$ cat src/rtl/core/tcw_ram.sv
// ----------------------------------------------------------------------------
// Generic RAM
// One write port, one read port, read data registered.
// ----------------------------------------------------------------------------
module tcw_ram #(
  parameter int WIDTH = 9,
  parameter int DEPTH = 256
) (
  input  logic                     clk,
  input  logic                     we,
  input  logic [$clog2(DEPTH)-1:0] waddr,
  input  logic [WIDTH-1:0]         wdata,
  input  logic [$clog2(DEPTH)-1:0] raddr,
  output logic [WIDTH-1:0]         rdata
);
  logic [WIDTH-1:0] mem [DEPTH];

  always_ff @(posedge clk) begin
    if (we) begin
      mem[waddr] <= wdata;
    end
    rdata <= mem[raddr];
  end
endmodule

$ cat config.mk
export PLATFORM = sky130hd
export DESIGN_NAME = tcw_ram
export DESIGN_NICKNAME = d
export VERILOG_FILES = /design/src/rtl/core/tcw_ram.sv
export SDC_FILE = /design/constraint.sdc
export NUM_CORES = 2
export LEC_CHECK = 0
export BUFFER_PORTS_ARGS = -buffer_cell sky130_fd_sc_hd__buf_2
export CAP_MARGIN = 20
export CORE_MARGIN = 2
export CORE_UTILIZATION = 45
export DETAILED_ROUTE_END_ITERATION = 10
export GPL_TIMING_DRIVEN = 0
export PLACE_DENSITY = 0.6
export SLEW_MARGIN = 10
export SYNTH_ARGS = -nofsm -noshare
export SYNTH_HDL_FRONTEND = slang
export SYNTH_SLANG_ARGS = --single-unit
$ cat constraint.sdc
create_clock -name clk -period 2.7 [get_ports clk]
set_clock_uncertainty 0.1 [all_clocks]
set_input_delay 0.54 -clock clk [delete_from_list [all_inputs] [get_ports clk]]
set_output_delay 0.54 -clock clk [all_outputs]
set_load 0.05 [all_outputs]
# After elaboration in Yosys (flattened, before gate mapping)
# Memory sizes are Yosys's and may differ from the RTL's. A register that Yosys moved wholly into a read port is not among the register bits.
# Cells that the tools add are included.
dict set report word_totals {
  regBits 0
  ram_bits 2304
  inputBits 27
  output_inout_bits 9
  elab_cells 3
  mem_count 1
}
dict set report classes {
  mux 2
}
# memory words width read_ports rd_ports_with_merged_regs write_ports line_no
set mem_list {}
lappend mem_list {mem 256 9 1 1 1 16} ;# logic [WIDTH-1:0] mem [DEPTH];
# operator n
set op_table {}
lappend op_table {{$mux W1} 2}

# Depth between registers and ports, before layout
dict set report logic_depth {
  ltp_word 2
  mapped_depth 11
  depth_no_buf 6
}

# Worst setup path after synthesis
# OpenSTA, ideal clock, no wires.
dict set report synth_path {
  kind {input to register}
  start {input port waddr[3]}
  end {memory mem[235][0] (enable)}
  setup_ns 0.374
  arrival_time_ns 2.027
  required_time_ns 2.226
  setup_slack_ns 0.199
  path_stages 6
  path_buffers 3
  path_cell_list {clkbuf_1 -> nor2b_1 -> clkbuf_1 -> nand4_1 -> clkbuf_1 -> nor2_1}
}
# element line_no
set synth_rtl {}
lappend synth_rtl {{start, declared} 11} ;# input logic [$clog2(DEPTH)-1:0] waddr,
lappend synth_rtl {{end, declared} 16}
# Straight into the memory's write port.

# Worst setup path after layout
dict set report layout_path {
  start {input port waddr[3]}
  end {memory mem[186][3] (enable)}
}
# Straight into the memory's write port.

==> reports/metrics.cfg <==
[placed_design]
numPortBuffers=27
place_area_um2=93690
gp_congestion=0.9750
dpl.cell_count=6962
dpl.hpwl_mm=195.0

[synthesis]
synth_fp_nets=4264
synth_top_cell_by_area=edfxtp_1
yosysSeqAreaShare_pct=77.70
synth_top_area_share_pct=77.50
ys.flop_type=edfxtp_1
synth_enable_flop_cells=2304
syn_area_per_cell_um2=21.07
ys_async_sr_fraction_pct=0
yosysWarningCount=0
synth_area_um2=89280
synth_cell_type_count=57
synth_seq_cells=2313
synthCells=4237
ys_top_cells_by_area=edfxtp_1 (77%), mux4_2 (12%), mux2i_1 (2.0%), a22oi_1 (1.5%), nor2_1 (1.3%)

[timing]
max_freq_mhz=332.8
rsz0062_at_grt=yes
worstMarginPinSlew_ps=1361
hold_viol=0
fin_crit_ps=3005
setup_ws_ps=-304.7
max-slew-margin-rel_pct=9.290
post-route-period-util_pct=111.3
setup_viol=601
hold_ws_ps=74.78
slew_violations=0

[routing]
met2RoutedLength_mm=130.5
antenna_left=0
firstDrtPassIters=7
wl_met3_mm=37.36
route.detailed.drc=0
drt-initial-drc-count=8645
routedWlPerCell_um=39.71
met1_length_mm=110.9
highest_layer=met5
drt-vias-per-instance=6.512
wirelength_mm=294.4
num_vias=48274

[global_routing]
grt_max_degree=141
grt_overflow_total=0
grt_pass1_wl_mm=394.3
grt_usage_pct=28.88
antenna_found_initial=20
grt_pass1_vias=45977

[power]
power_density_nw_per_um2=730.0
leakage_nw=31.89
ir_drop_mv=0.6024

[worst_setup_path]
crit_cells=6
critical_path_class=input port to flop
critPathMaxFanout=10
crit_path_start_kind=input port
critPathMaxStageDelay_ps=670
end_kind=flop
crit_arrival_ps=3410
crit_top_cell=clkbuf_1
cp_top_family=simple AND/OR/NAND/NOR gates
crit_required_ps=3100
r2r_cells=6
path_cells=clkbuf_1, nor2b_1, clkbuf_1, nand3_1, clkbuf_4, nor2_2
cp_slowest_cell=nand3_1
crit_buf_inv=3

[cts]
ctsRootBufferMaster=clkbuf_16
numCtsBuffers=227
tritoncts=built
clock_latency_ps=890
clkTransAtPathRegs_ps=60
h-tree-depth=4
numClockSinks=2313
cts_buffer_depth=3

[hold_path]
hold_class=input port to flop
hold_depth=1

[die]
row_count=163
die_width_um=449.4
die-height_um=449.4
initial_utilization_pct=45.27
core_um2=197200
dieArea_um2=202000
top_level_ports=36

[layout]
layout_commonest_cell=edfxtp_1
area_growth_pct=15.78
drive_above_1_share_pct=30.10
final_cell_mix=edfxtp_1 (2304), mux4_2 (467), clkbuf_16 (230)
fin_area_um2=103400
stdcell_count=7413
fin_nets=4603

[run_status]
outcome=finished, violations left
violations=negative setup slack

[job]
drv_cap=0

==> what timing repair did <==
action | in CTS | in global routing
resized for setup | 494 | 139
hold endpoints to repair | 141 | 0
hold buffers | 5 | 0
buffers inserted | 13 | 7
pin swaps | 10 | 19
setup endpoints to repair | 1428 | 1056
==> power breakdown <==
group | leakage, nW | switching [mW] | internal (mW) | total [mW]
clock | 3.49 | 13.9 | 17.0 | 30.9
sequential | 20.8 | 0.0221 | 39.6 | 39.6
combinational | 7.63 | 3.47 | 1.48 | 4.95
total | 31.9 | 17.3 | 58.1 | 75.5
==> sequential cells by signal, indices dropped and copies added (netlist names) <==
name	flops
mem	2304
rdata	9
==> cell type report <==
cell class              count  area [um^2]
diodes                      9        22.52
plain buffers             252         2237
clock buffers             284         5988
clock inverters           133         1157
fillers                 15319        93850
inverters                   2        12.51
multi-input cells        1663        19960
flip-flops and latches   2313        69370
well taps                2640         3303
repair buffers            117         1314
==> layer usage <==
layer  up-vias  track usage, %
met3       628           8.858
met5         -               0
met4        13           13.86
li1      18533               -
met1     25691           39.81
met2      3409           42.03
==> stage by stage <==
| step | setup TNS (ps) | power (mW) | worst slack (ps) | utilization (%) |
|---|---|---|---|---|
| 6_report | -78840 | 75.45 | -304.7 | 52.41 |
| 5_1_grt | -36010 | 76.97 | -184.0 | 52.40 |
| 2_1_floorplan | 0 | 42.34 | 198.6 | - |
| 4_1_cts | -36090 | 75.35 | -280.6 | 52.05 |
| 3_5_place_dp | -2272850 | 44.81 | -3043 | 47.50 |
| 3_3_place_gp | -7926750 | 44.77 | -3157 | 47.01 |
==> path summary, 6_finish.rpt <==
check                           startpoint          end  slack, ps
worst max-delay path              waddr[3]  mem[186][3]       -300
worst min-delay path              wdata[0]   mem[34][0]         70
worst max register to register  mem[83][0]     rdata[0]        -40
worst min register to register   mem[7][7]     rdata[7]        970
==> synthesized netlist by cell type, drive strengths merged, types with 4 or more instances <==
cell / n
buf: 139
clkbuf: 120
o22ai: 65
mux2: 21
nand2: 40
mux2i: 177
nor2b: 28
nor3: 21
dfxtp: 9
nand3: 31
a22oi: 174
nor3b: 4
or2: 6
mux4: 476
o21ai: 36
a211oi: 26
a31oi: 10
nor2: 305
a22o: 8
edfxtp: 2304
nand2b: 9
a21oi: 98
o221ai: 36
nor4: 27
and3b: 4
o31a: 8
nand4: 11
a221oi: 11
==> kinds of logic after synthesis <==
| kind of cell | after synthesis | synth area share [%] |
|---|---|---|
| compound gates | 489 | 3.752 |
| buf+inv | 261 | 1.752 |
| flops | 2313 | 77.70 |
| mux | 674 | 14.29 |
| simple gates | 500 | 2.504 |
Note: power is estimated with default switching activity, not from simulation.
