===== config.mk =====
export PLATFORM = sky130hd
export DESIGN_NAME = tcw_mod
export DESIGN_NICKNAME = d
export VERILOG_FILES = /design/src/rtl/core/tcw_mod.sv
export SDC_FILE = /design/constraint.sdc
export NUM_CORES = 1
export LEC_CHECK = 0
export BUFFER_PORTS_ARGS = -buffer_cell sky130_fd_sc_hd__clkbuf_2
export CAP_MARGIN = 10
export CELL_PAD_IN_SITES_DETAIL_PLACEMENT = 1
export CELL_PAD_IN_SITES_GLOBAL_PLACEMENT = 2
export CORE_UTILIZATION = 40
export DETAILED_ROUTE_END_ITERATION = 6
export GPL_TIMING_DRIVEN = 0
export PLACE_DENSITY = 0.93
export SLEW_MARGIN = 25
export SYNTH_ARGS = -nofsm -noshare
export SYNTH_HDL_FRONTEND = slang
export SYNTH_SLANG_ARGS = --single-unit

===== constraint.sdc =====
create_clock -name clk -period 8.46 [get_ports clk]
set_input_delay 0.423 -clock clk [delete_from_list [all_inputs] [get_ports clk]]
set_output_delay 0.423 -clock clk [all_outputs]
set_load 0.005 [all_outputs]

===== src/rtl/core/tcw_mod.sv =====
// ----------------------------------------------------------------------------
// Iterative remainder unit
// Restoring remainder, one dividend bit per cycle; done pulses when ready.
// ----------------------------------------------------------------------------
module tcw_mod #(
  parameter int NW  = 23,
  parameter int DVW = 17
) (
  input  logic           clk,
  input  logic           rst_n,
  input  logic           start,
  input  logic [NW-1:0]  dividend,
  input  logic [DVW-1:0] divisor,
  output logic           done,
  output logic [DVW-1:0] rem
);
  localparam int CNT_W = $clog2(NW + 1);

  logic [NW-1:0]    dvd_r;
  logic [DVW-1:0]   div_r;
  logic [DVW-1:0]   rem_r;
  logic [CNT_W-1:0] cnt_r;
  logic             run_r;
  logic             done_r;
  logic [DVW:0]     trial;

  assign trial = {rem_r, dvd_r[NW-1]};
  assign done  = done_r;
  assign rem   = rem_r;

  always_ff @(posedge clk) begin
    if (!rst_n) begin
      run_r  <= 1'b0;
      done_r <= 1'b0;
      cnt_r  <= '0;
    end else begin
      done_r <= 1'b0;
      if (start) begin
        run_r <= 1'b1;
        cnt_r <= CNT_W'(NW);
        dvd_r <= dividend;
        div_r <= divisor;
        rem_r <= '0;
      end else if (run_r) begin
        dvd_r <= {dvd_r[NW-2:0], 1'b0};
        if (trial >= {1'b0, div_r}) begin
          rem_r <= DVW'(trial - {1'b0, div_r});
        end else begin
          rem_r <= trial[DVW-1:0];
        end
        cnt_r <= cnt_r - 1'b1;
        if (cnt_r == CNT_W'(1)) begin
          run_r  <= 1'b0;
          done_r <= 1'b1;
        end
      end
    end
  end
endmodule


# --- Yosys cells after proc, flatten, opt, wreduce, memory -nomap -nowiden ---
# Index checks and enable logic that the tools add are counted.
# Widths: inputs -> output; s select.
word_totals:
  regBits: 64
  latch_bits: 0
  ram_bits: 0
  rom_bits: 0
  in_bits: 43
  output_inout_bits: 18
  word_cells: 28
  mem_count: 0
classes:
  n_addsub: 2
  multipliers: 0
  div: 0
  magnitude_cmp: 1
  eq_ne: 1
  shift: 0
  mux: 10
  n_bitwise: 2
  n_reduce_logical: 5
ops:
  columns: ["op", "n"]
  rows:
  - ["$mux 23", 2]
  - ["$mux 17", 2]
  - ["$ge 18x17->1", 1]
  - ["$sub 17x17->17", 1]
  - ["$mux 5", 2]
  - ["$eq 5x1->1 const B", 1]
  - ["$sub 5x1->5 const B", 1]
  - ["$mux 1", 4]
  - ["$reduce_and 2->1", 2]
  - ["$reduce_or 3->1", 1]
  - ["$not 1->1", 2]
  - ["$reduce_bool 2->1", 1]
  - ["$reduce_or 2->1", 1]

# --- Longest topological paths before layout ---
depth:
  depth_word: 4
  ltp_mapped: 13
  mapped_depth_nobuf: 11

# --- Worst setup path after synthesis ---
# OpenSTA, ideal clock, no wires.
synth_path:
  path_kind: "reg-to-reg"
  startpoint: "reg dvd_r[22]"
  endpoint: "reg rem_r[10], in the netlist rem[10], data pin"
  setup_time_ps: 266
  arrival_ps: 2599
  path_slack_ps: 5595
  path_stages_with_launch: 14
  path_cell_list: "edfxtp_1 -> inv_1 -> ha_1 -> inv_1 -> fa_1 -> a21oi_1 -> o211ai_1 -> a21oi_4 -> a2111oi_1 -> or4b_1 -> buf_6 -> buf_12 -> mux2i_1 -> nor2_1"
synth_between:
  elab_chain_len: 3
  word_cells_on_any_way: 4
  cone_classes: "1 x add/sub; 1 x order compare; 2 x mux"
synth_rtl:
  columns: ["item", "line", "rtl"]
  rows:
  - ["from (decl)", "19", "logic [NW-1:0] dvd_r;"]
  - ["from (signal assigned)", "41", "dvd_r <= dividend;"]
  - ["from (signal assigned)", "45", "dvd_r <= {dvd_r[NW-2:0], 1'b0};"]
  - ["$sub 17x17->17 or $ge 18x17->1 (tied branches)", "47, 46", null]
  - ["$mux 17 (*)", "46", "if (trial >= {1'b0, div_r}) begin"]
  - ["$mux 17 (*)", "44", "end else if (run_r) begin"]
  - ["to (signal assigned)", "47", "rem_r <= DVW'(trial - {1'b0, div_r});"]
  - ["to (signal assigned)", "49", "rem_r <= trial[DVW-1:0];"]
  - ["to (decl)", "21", "logic [DVW-1:0] rem_r;"]
# Every way passes the cells marked *; elsewhere a longest branch is shown, timed or not. The select of a mux whose other input is x is not followed.
# A chain may end at the register's enable or synchronous reset.

# --- Worst setup path after layout ---
layout_path:
  startpoint: "reg dvd_r[22]"
  endpoint: "reg rem_r[9], in the netlist rem[9], data pin"
# Same word-level chain as after synthesis.

==> metrics.md <==
| Metric | Value |
|---|---|
| Gpl congestion | 0.860 |
| Worst-Margin Slew | 744 ps |
| Post-synth EDFFs | 57 |
| DPL Wire Length | 5770 µm |
| Die area | 9260 µm² |
| Worst path slowest cell | or4b_1 |
| Crit path buf inv count | 4 |
| Max-cap violations | 0 |
| Initial antenna violation count | 0 |
| Register area | 1850 µm² |
| CTS root buffer | clkbuf_8 |
| Synth cell types | 48 |
| Max-slew violation count | 0 |
| Area share of the largest cell type after synthesis | 0.482 |
| CP delay by family, top | compound AO/OA/AOI/OAI gates |
| Grt total ovfl | 0 |
| Fillers | 965 |
| Commonest non-fill, non-tap cell in the layout | clkbuf_2 |
| Mapped cell area | 3550 µm² |
| Met2 GRT Util | 0.298 |
| Longest Clk Path Bufs | 2 |
| Final worst path period share | 0.391 |
| GR Layer Usage met3 | 0.0671 |
| CTS resizes | 0 |
| CTS sink cnt | 64 |
| Tot GR Track Use | 0.184 |
| Iteration-0 DRC Markers | 63 |
| Most common flop cell mapped by yosys | edfxtp_1 |
| GRT Max-Usage Layer | met2 |
| Die width | 96.2 µm |
| Final Instance Count excl. Fillers | 479 |
| Final setup TNS | 0 ps |
| Global-route met1 utilization | 0.225 |
| Number of synthesized register bits | 64 |
| Pwr dens | 211 nW/µm² |
| CP required | 8520 ps |
| Footprint of the multi-input gates | 1530 µm² |
| Max FO, Critical Path | 10 |
| CTS tree | yes |
| Largest cells by area after synthesis | edfxtp_1 48%, mux2_2 7.0%, ha_1 6.7%, dfxtp_1 3.9%, mux2i_1 3.4% |
| Setup CP Type | reg2reg |
| Final Power | 0.890 mW |
| Via count | 2507 |
| Yosys Warn Count | 0 |
| Standard-cell row count | 34 |
| First-pass GRT wire length | 12500 µm |
| Most frequent cells in the layout | 59 x clkbuf_2, 57 x edfxtp_1, 25 x inv_1, 22 x mux2_2, 21 x a21oi_1 |
| Post-Syn Area per Cell | 12.0 µm² |
| Setup WS pre-CTS | 5190 ps |
| Area delta synth->final | 18.9% |
| Post-synth net total | 358 |
| Placed cell count | 463 |
| Critical Path, Cell by Cell | inv_1, ha_1, inv_1, fa_1, a21oi_1, o211ai_1, a21oi_4, a2111oi_1, or4b_1, buf_6, buf_12, mux2i_1, nor2_1 |
| CTS Hold Buffers Added | 0 |
| Worst skew pair latency | 340 ps |
| Die height | 96.2 µm |
| Worst rel slew slack | 0.504 |
| ANT nets after route | 0 |
| WL/cell | 16.1 µm |
| Register area share after synthesis | 0.521 |
| P_leak | 1.76 nW |
| Final Hold Fails | 0 |
| Pre-antenna DRT Iters | 4 |
| Crit end category | register |
| Worst VDD drop | 0.0996 mV |
| Worst setup margin | 5150 ps |
| Core ar. | 8680 µm² |
| Clk slew on worst S/H paths | 80 ps |
| DRT Wirelength | 7730 µm |
| Status | completed |
| FFs w/ async S/R, synth | 0 |
| Area leader, netlist | edfxtp_1 |
| Max Clk Rate | 302 MHz |
| Initial Utilization | 0.409 |
| H-Tree Depth | 3 |
| DRC violations left | 0 |
| Slowest cell delay on critical path | 510 ps |
| RSZ-0062 raised after global routing | false |
| Nets | 429 |
| Setup violations, final | 0 |
| Final hold slack | 253 ps |
| Synthesized instance count | 295 |
| Final clock skew | 10.5 ps |
| PortBufs | 59 |
| Final Critical Period | 3310 ps |
| I/O pins | 61 |
| Startpoint Class | register |
| Largest net degree at the start of global routing | 23 |
| DR vias/cell | 5.23 |
| Worst R2R Setup Slack | 5150 ps |
| Layout cell share with drive strength beyond 1 | 0.302 |
| Number of global-route vias before repair | 2579 |
| Setup bufs post-CTS | 0 |
| Inserted Clock Buffers | 9 |
| Antenna cells | 0 |
| Critical Path AT | 3370 ps |
| CP dominant cell by count | inv_1 |
| Hold crit path type | in2reg |
-- cells in the mapped netlist, drive strengths merged (2+ instances only) --
| cell type | count |
|---|---|
| and3 | 3 |
| nor4b | 2 |
| or2 | 2 |
| inv | 25 |
| xnor2 | 12 |
| nand4 | 2 |
| nand3 | 5 |
| nor3b | 2 |
| ha | 19 |
| o211ai | 4 |
| xor2 | 4 |
| nand2 | 14 |
| buf | 5 |
| dfxtp | 7 |
| o21ai | 10 |
| a21o | 3 |
| a21boi | 4 |
| nor2 | 23 |
| mux2i | 12 |
| o31a | 2 |
| o21a | 8 |
| and2 | 2 |
| mux2 | 22 |
| a21oi | 22 |
| clkbuf | 6 |
| edfxtp | 57 |
| a211oi | 5 |
-- where the power goes --
group	switching (mW)	internal, mW
registers	0.0143	0.376
clock network	0.123	0.165
logic	0.113	0.0978
-- worst reg2reg max path: cells and delay by family (launching register included) --
family / cells / cell delay [ps]
and+or+nand+nor: 2 / 570
buffers and inverters: 4 / 460
muxes: 1 / 170
AOI/OAI and AO/OA: 4 / 860
DFF: 1 / 400
adders and majority gates: 2 / 570
-- path summary, 6_finish.rpt --
| check | startpoint | endpoint | cells after the start |
|---|---|---|---|
| worst max register to register | dvd_r[22] | rem[9] | 13 |
| worst min-delay path | divisor[11] | div_r[11] | 1 |
| worst max-delay path | dvd_r[22] | rem[9] | 13 |
| worst min register to register | dvd_r[2] | dvd_r[3] | 1 |
-- kinds of logic (layout without fill, tap and decap cells) --
family	after synthesis	count (layout)	share of synthesized area
DFF	64	64	0.521
AOI/OAI and AO/OA	65	65	0.127
buffers and inverters	36	112	0.0497
xor gates and xnor gates	16	16	0.0394
adders and majority gates	20	20	0.0726
muxes	34	34	0.104
and+or+nand+nor	60	60	0.0863
-- routing by layer --
layer | up-vias | part of all wire | wire (µm)
met2 | 61 | 0.48 | 3710
met4 | 0 | 0.0084 | 65
met5 | - | 0 | 0
met3 | 6 | 0.063 | 486
li1 | 1227 | - | -
met1 | 1213 | 0.45 | 3470
-- state kept, by name (all words and copies together) (netlist names) --
name and cells:
cnt_r 5, done 1, rem 17, div_r 17, run_r 1, dvd_r 23
-- cell type report --
cell class,count,area share
buffer,11,0.0196
clock inverter,6,0.0199
sequential,64,0.439
timing repair buffer,60,0.0764
clock buffer,10,0.0302
tap,108,0.0320
multi-input combinational,195,0.361
inverter,25,0.0222
-- per-stage QoR --
| stage | cell area, µm² | util |
|---|---|---|
| finish | 4220 | 0.487 |
| floorplan | 3550 | - |
| global route | 4220 | 0.487 |
| global placement | 3980 | 0.459 |
| CTS | 4220 | 0.487 |
| detailed placement | 4010 | 0.462 |
Power figures use the tool's default switching activity.
